$ cat src/rtl/pft_pkg.sv
// Shared types and constants for the packed field trace store.
// Holds the controller/datapath command and status structs and the per-word table.
// No dependencies.
`default_nettype none

package pft_pkg;

    localparam int unsigned WORD_BITS  = 64;
    localparam int unsigned WIDTH_W    = 7;
    localparam int unsigned POS_W      = 16;
    localparam int unsigned SHIFT_W    = 6;
    localparam int unsigned CFG_IDX_W  = 2;
    localparam int unsigned STEP_CNT_W = 4;

    localparam logic [CFG_IDX_W-1:0] REG_ELEM_WIDTH  = 2'd0;
    localparam logic [CFG_IDX_W-1:0] REG_SIGNED_MODE = 2'd1;

    localparam logic [WIDTH_W-1:0] ELEM_WIDTH_RST = 7'd32;
    localparam logic [WIDTH_W-1:0] ELEM_WIDTH_MIN = 7'd1;
    localparam logic [WIDTH_W-1:0] ELEM_WIDTH_MAX = 7'd64;

    localparam logic [STEP_CNT_W-1:0] DIV_LAST = STEP_CNT_W'(POS_W - 1);

    localparam logic KIND_READ  = 1'b0;
    localparam logic KIND_WRITE = 1'b1;

    typedef struct packed {
        logic clear;
        logic start;
        logic step;
        logic calc;
        logic rd;
        logic wr;
        logic load_out;
    } pft_cmd_t;

    typedef struct packed {
        logic clear_last;
        logic is_write;
        logic in_range;
        logic out_free;
    } pft_stat_t;

    // Elements per 64-bit word for an effective width of 1..64
    function automatic logic [WIDTH_W-1:0] per_word_of(input logic [WIDTH_W-1:0] w);
        logic [WIDTH_W-1:0] pw;
        case (w) inside
            7'd1:           pw = 7'd64;
            7'd2:           pw = 7'd32;
            7'd3:           pw = 7'd21;
            7'd4:           pw = 7'd16;
            7'd5:           pw = 7'd12;
            7'd6:           pw = 7'd10;
            7'd7:           pw = 7'd9;
            7'd8:           pw = 7'd8;
            7'd9:           pw = 7'd7;
            7'd10:          pw = 7'd6;
            [7'd11:7'd12]:  pw = 7'd5;
            [7'd13:7'd16]:  pw = 7'd4;
            [7'd17:7'd21]:  pw = 7'd3;
            [7'd22:7'd32]:  pw = 7'd2;
            default:        pw = 7'd1;
        endcase
        return pw;
    endfunction

endpackage

`default_nettype wire

$ cat src/rtl/pft_ctrl.sv
// Controller for the packed field trace store: sequences the store clear, divide,
// address, read and update. Depends on pft_pkg.
`default_nettype none

module pft_ctrl (
    input  wire logic              clk,
    input  wire logic              rst_n,
    input  wire logic              in_valid,
    output logic                   in_ready,
    input  wire pft_pkg::pft_stat_t stat,
    output pft_pkg::pft_cmd_t      cmd
);

    typedef enum logic [2:0] {
        S_CLEAR,
        S_IDLE,
        S_DIV,
        S_CALC,
        S_READ,
        S_DONE
    } state_t;

    state_t                           state_reg;
    state_t                           state_next;
    logic [pft_pkg::STEP_CNT_W-1:0]   step_cnt_reg;

    always_comb
    begin
        state_next = state_reg;
        unique case (state_reg)
            S_CLEAR:
            begin
                if (stat.clear_last)
                begin
                    state_next = S_IDLE;
                end
            end
            S_IDLE:
            begin
                if (in_valid)
                begin
                    state_next = S_DIV;
                end
            end
            S_DIV:
            begin
                if (step_cnt_reg == pft_pkg::DIV_LAST)
                begin
                    state_next = S_CALC;
                end
            end
            S_CALC:
            begin
                state_next = S_READ;
            end
            S_READ:
            begin
                state_next = S_DONE;
            end
            S_DONE:
            begin
                if (stat.is_write || stat.out_free)
                begin
                    state_next = S_IDLE;
                end
            end
            default:
            begin
                state_next = S_IDLE;
            end
        endcase
    end

    always_ff @(posedge clk or negedge rst_n)
    begin
        if (!rst_n)
        begin
            state_reg    <= S_CLEAR;
            step_cnt_reg <= '0;
        end
        else
        begin
            state_reg <= state_next;
            if (state_reg == S_DIV)
            begin
                step_cnt_reg <= step_cnt_reg + 1'b1;
            end
            else
            begin
                step_cnt_reg <= '0;
            end
        end
    end

    assign in_ready     = (state_reg == S_IDLE);
    assign cmd.clear    = (state_reg == S_CLEAR);
    assign cmd.start    = (state_reg == S_IDLE) && in_valid;
    assign cmd.step     = (state_reg == S_DIV);
    assign cmd.calc     = (state_reg == S_CALC);
    assign cmd.rd       = (state_reg == S_READ) && stat.in_range;
    assign cmd.wr       = (state_reg == S_DONE) && stat.is_write && stat.in_range;
    assign cmd.load_out = (state_reg == S_DONE) && !stat.is_write && stat.out_free;

endmodule

`default_nettype wire

$ cat config.mk
export PLATFORM = sky130hd
export DESIGN_NAME = pft_ctrl
export DESIGN_NICKNAME = d
export VERILOG_FILES = /design/src/rtl/pft_pkg.sv /design/src/rtl/pft_ctrl.sv
export SDC_FILE = /design/constraint.sdc
export NUM_CORES = 1
export LEC_CHECK = 0
export BUFFER_PORTS_ARGS = -buffer_cell sky130_fd_sc_hd__buf_4
export CORE_AREA = 2 2 39 41
export CTS_BUF_LIST = sky130_fd_sc_hd__clkbuf_8
export CTS_CLUSTER_SIZE = 12
export DETAILED_ROUTE_END_ITERATION = 16
export DIE_AREA = 0 0 41 43
export GPL_TIMING_DRIVEN = 0
export HOLD_SLACK_MARGIN = 0.08
export PLACE_DENSITY = 0.52
export REMOVE_ABC_BUFFERS = 1
export SYNTH_ARGS = -nofsm -noshare
export SYNTH_HDL_FRONTEND = slang
export SYNTH_SLANG_ARGS = --single-unit
$ cat constraint.sdc
create_clock -name clk -period 2.6 [get_ports clk]
set_input_delay 0.26 -clock clk [delete_from_list [all_inputs] [get_ports clk]]
set_output_delay 0.26 -clock clk [all_outputs]
set_load 0.1 [all_outputs]
==> impl_metrics.env <==
export IMPL_max_slew_margin_pct=79.28
export IMPL_globalplace_congestion=0.6619
export IMPL_ys_ff_latch=7
export IMPL_crit_required_ns=2.34
export IMPL_pin_count=15
export IMPL_io_buffers=14
export IMPL_remaining_drc_errors=0
export IMPL_start_util_pct=26.94
export IMPL_synth_avg_cell_area_um2=8.878
export IMPL_ys_seq_area_share_pct=46.98
export IMPL_rows=14
export IMPL_cp_end_kind="output pin"
export IMPL_clock_sinks=7
export IMPL_setup_violations=0
export IMPL_final_nets=68
export IMPL_crit_fanout=10
export IMPL_timing_worst_setup_path_type="reg -> out"
export IMPL_finalHoldViolCount=0
export IMPL_cp_top_family="flip-flops"
export IMPL_crit_chain="or3_4, inv_2, buf_4"
export IMPL_period_minus_slack_ns=1.759
export IMPL_drive_gt1_share_pct=37.29
export IMPL_wl_per_cell_um=10.41
export IMPL_yosysWarnings=0
export IMPL_worst_pin_slew_ns=0.3109
export IMPL_num_vias=337
export IMPL_cts_tree="built"
export IMPL_outcome="complete, no violations"
export IMPL_fin_skew_ns=0.004486
export IMPL_largest_reg_flops=4
export IMPL_grt_start_max_net_pins=11
export IMPL_start_kind="register"
export IMPL_r2r_setup_slack_ns=1.38
export IMPL_grtUsageTotal_pct=11.02
export IMPL_via_per_inst=4.493
export IMPL_multi_input_area_um2=180.2
export IMPL_clk_pin_slew_ns=0.04
export IMPL_cp_num_buf_inv=2
export IMPL_cts_max_level=1
export IMPL_grt_pass1_vias=308
export IMPL_period_share_pct=67.66
export IMPL_rsz0062_at_grt="no"
export IMPL_numCtsBuffers=3
export IMPL_crit_arrival_ns=1.50
export IMPL_slowest_stage="dfrtp_1"
export IMPL_worstSkewPairLatency_ns=0.23
export IMPL_dieHeight_um=43
export IMPL_antenna_found_initial=0
export IMPL_dieArea_um2=1763
export IMPL_maxCapViolations=0
export IMPL_dr_first_iter_drc_count=6
export IMPL_finalSetupTns_ns=0
export IMPL_max_stage_delay_ns=0.47
export IMPL_clock_fmax_mhz=568.5
export IMPL_worst_hold_path_type="in -> reg"
export IMPL_place_hpwl_um=573
export IMPL_wirelength_um=781
export IMPL_nFillCells=144
export IMPL_ant_nets=0
export IMPL_synthCells=42
export IMPL_synth_area_um2=372.9
export IMPL_coreArea_um2=1384
export IMPL_mostFrequentLayoutCell="buf_4"
export IMPL_diodes=0
export IMPL_clockBufferDepth=2
export IMPL_syn_to_final_growth_pct=45.64
export IMPL_grt_pass1_wl_um=1269
export IMPL_dr_pass1_iters=4
export IMPL_final_max_slew_viol_count=0
export IMPL_synth_cell_type_count=21
export IMPL_most_common_layout_cells="buf_4 (14), nor2_1 (7), dfrtp_1 (7)"
export IMPL_seq_area_um2=175.2
export IMPL_die_w_um=41
export IMPL_ctsRootBufferMaster="clkbuf_8"
export IMPL_overflow=0
-- worst min-delay path, stage by stage --
cell and delay (ns):
buf_4 0.12, nand3_1 0.08, a21oi_1 0.07
-- Yosys cell counts --
cell type / n / share of area, %
a21oi_1: 2 / 2.7
a31o_2: 1 / 2.3
and2_1: 2 / 3.4
buf_2: 1 / 1.3
clkbuf_2: 1 / 1.3
dfrtp_1: 7 / 47
ha_1: 1 / 3.4
inv_2: 2 / 2.0
nand2_1: 3 / 3.0
nand2b_1: 1 / 1.7
nand2b_2: 1 / 2.3
nand3_1: 3 / 4.0
nand4_1: 1 / 1.7
nor2_1: 7 / 7.0
nor3_1: 3 / 4.0
o21ai_0: 1 / 1.3
or2b_1: 1 / 2.0
or3_1: 1 / 1.7
or3_4: 1 / 3.0
xnor2_1: 1 / 2.3
xor2_1: 1 / 2.3
-- kinds of logic (layout without fill, tap and decap cells) --
logic type / count (synthesis) / count (layout) / share of synthesized area [%]
compound gates: 4 / 4 / 6.375
xor+xnor: 2 / 2 / 4.699
fa+ha+maj: 1 / 1 / 3.355
buf+inv: 4 / 21 / 4.696
flops: 7 / 7 / 46.98
simple gates: 24 / 24 / 33.89
-- layout make-up --
class	count	area share, %
Tap cell	16	3.687
Timing Repair Buffer	15	21.20
Clock inverter	1	0.6912
Sequential cell	7	32.26
Clock buffer	3	7.604
Inverter	2	1.382
Multi-Input combinational cell	31	33.18
-- what timing repair did --
action                                  in CTS  in global routing
endpoints found under the hold margin        7                  0
hold buffers                                 1                  0
setup buffers                                0                  0
resized for setup                            0                  0
endpoints found under the setup margin       0                  0
-- per-stage QoR --
stage          worst slack [ns]  util, %  hold WS [ns]  std cells  cell area [um2]
3_3_place_gp              1.088    35.26       0.07856         70            488.0
3_5_place_dp              1.092    35.26       0.07999         70            488.0
4_1_cts                  0.8432    39.24        0.3455         75            543.0
2_1_floorplan           -0.4821        -      -0.03559         40            362.8
6_report                 0.8409    39.24        0.3396         75            543.0
5_1_grt                  0.7483    39.24        0.3728         75            543.0
-- path summary, 6_finish.rpt --
check / start / end / cells after the start
max: state_reg[2] / cmd[4] / 3
min: in_valid / state_reg[1] / 3
max reg2reg: step_cnt_reg[0] / state_reg[0] / 4
min reg2reg: step_cnt_reg[0] / step_cnt_reg[0] / 1
max in group asynchronous: rst_n / step_cnt_reg[0] / 2
min in group asynchronous: rst_n / state_reg[1] / 2
-- routing by layer --
layer,routed length (um),GRT usage (%),up-vias
li1,-,-,173
met1,360,14.47,156
met2,375,13.75,6
met3,33,4.712,2
met4,11,8.000,0
met5,0,0,-
Power is left out: the tool's default activity adds up to more than one toggle a clock period on the data nets, which glitch-free logic cannot reach.
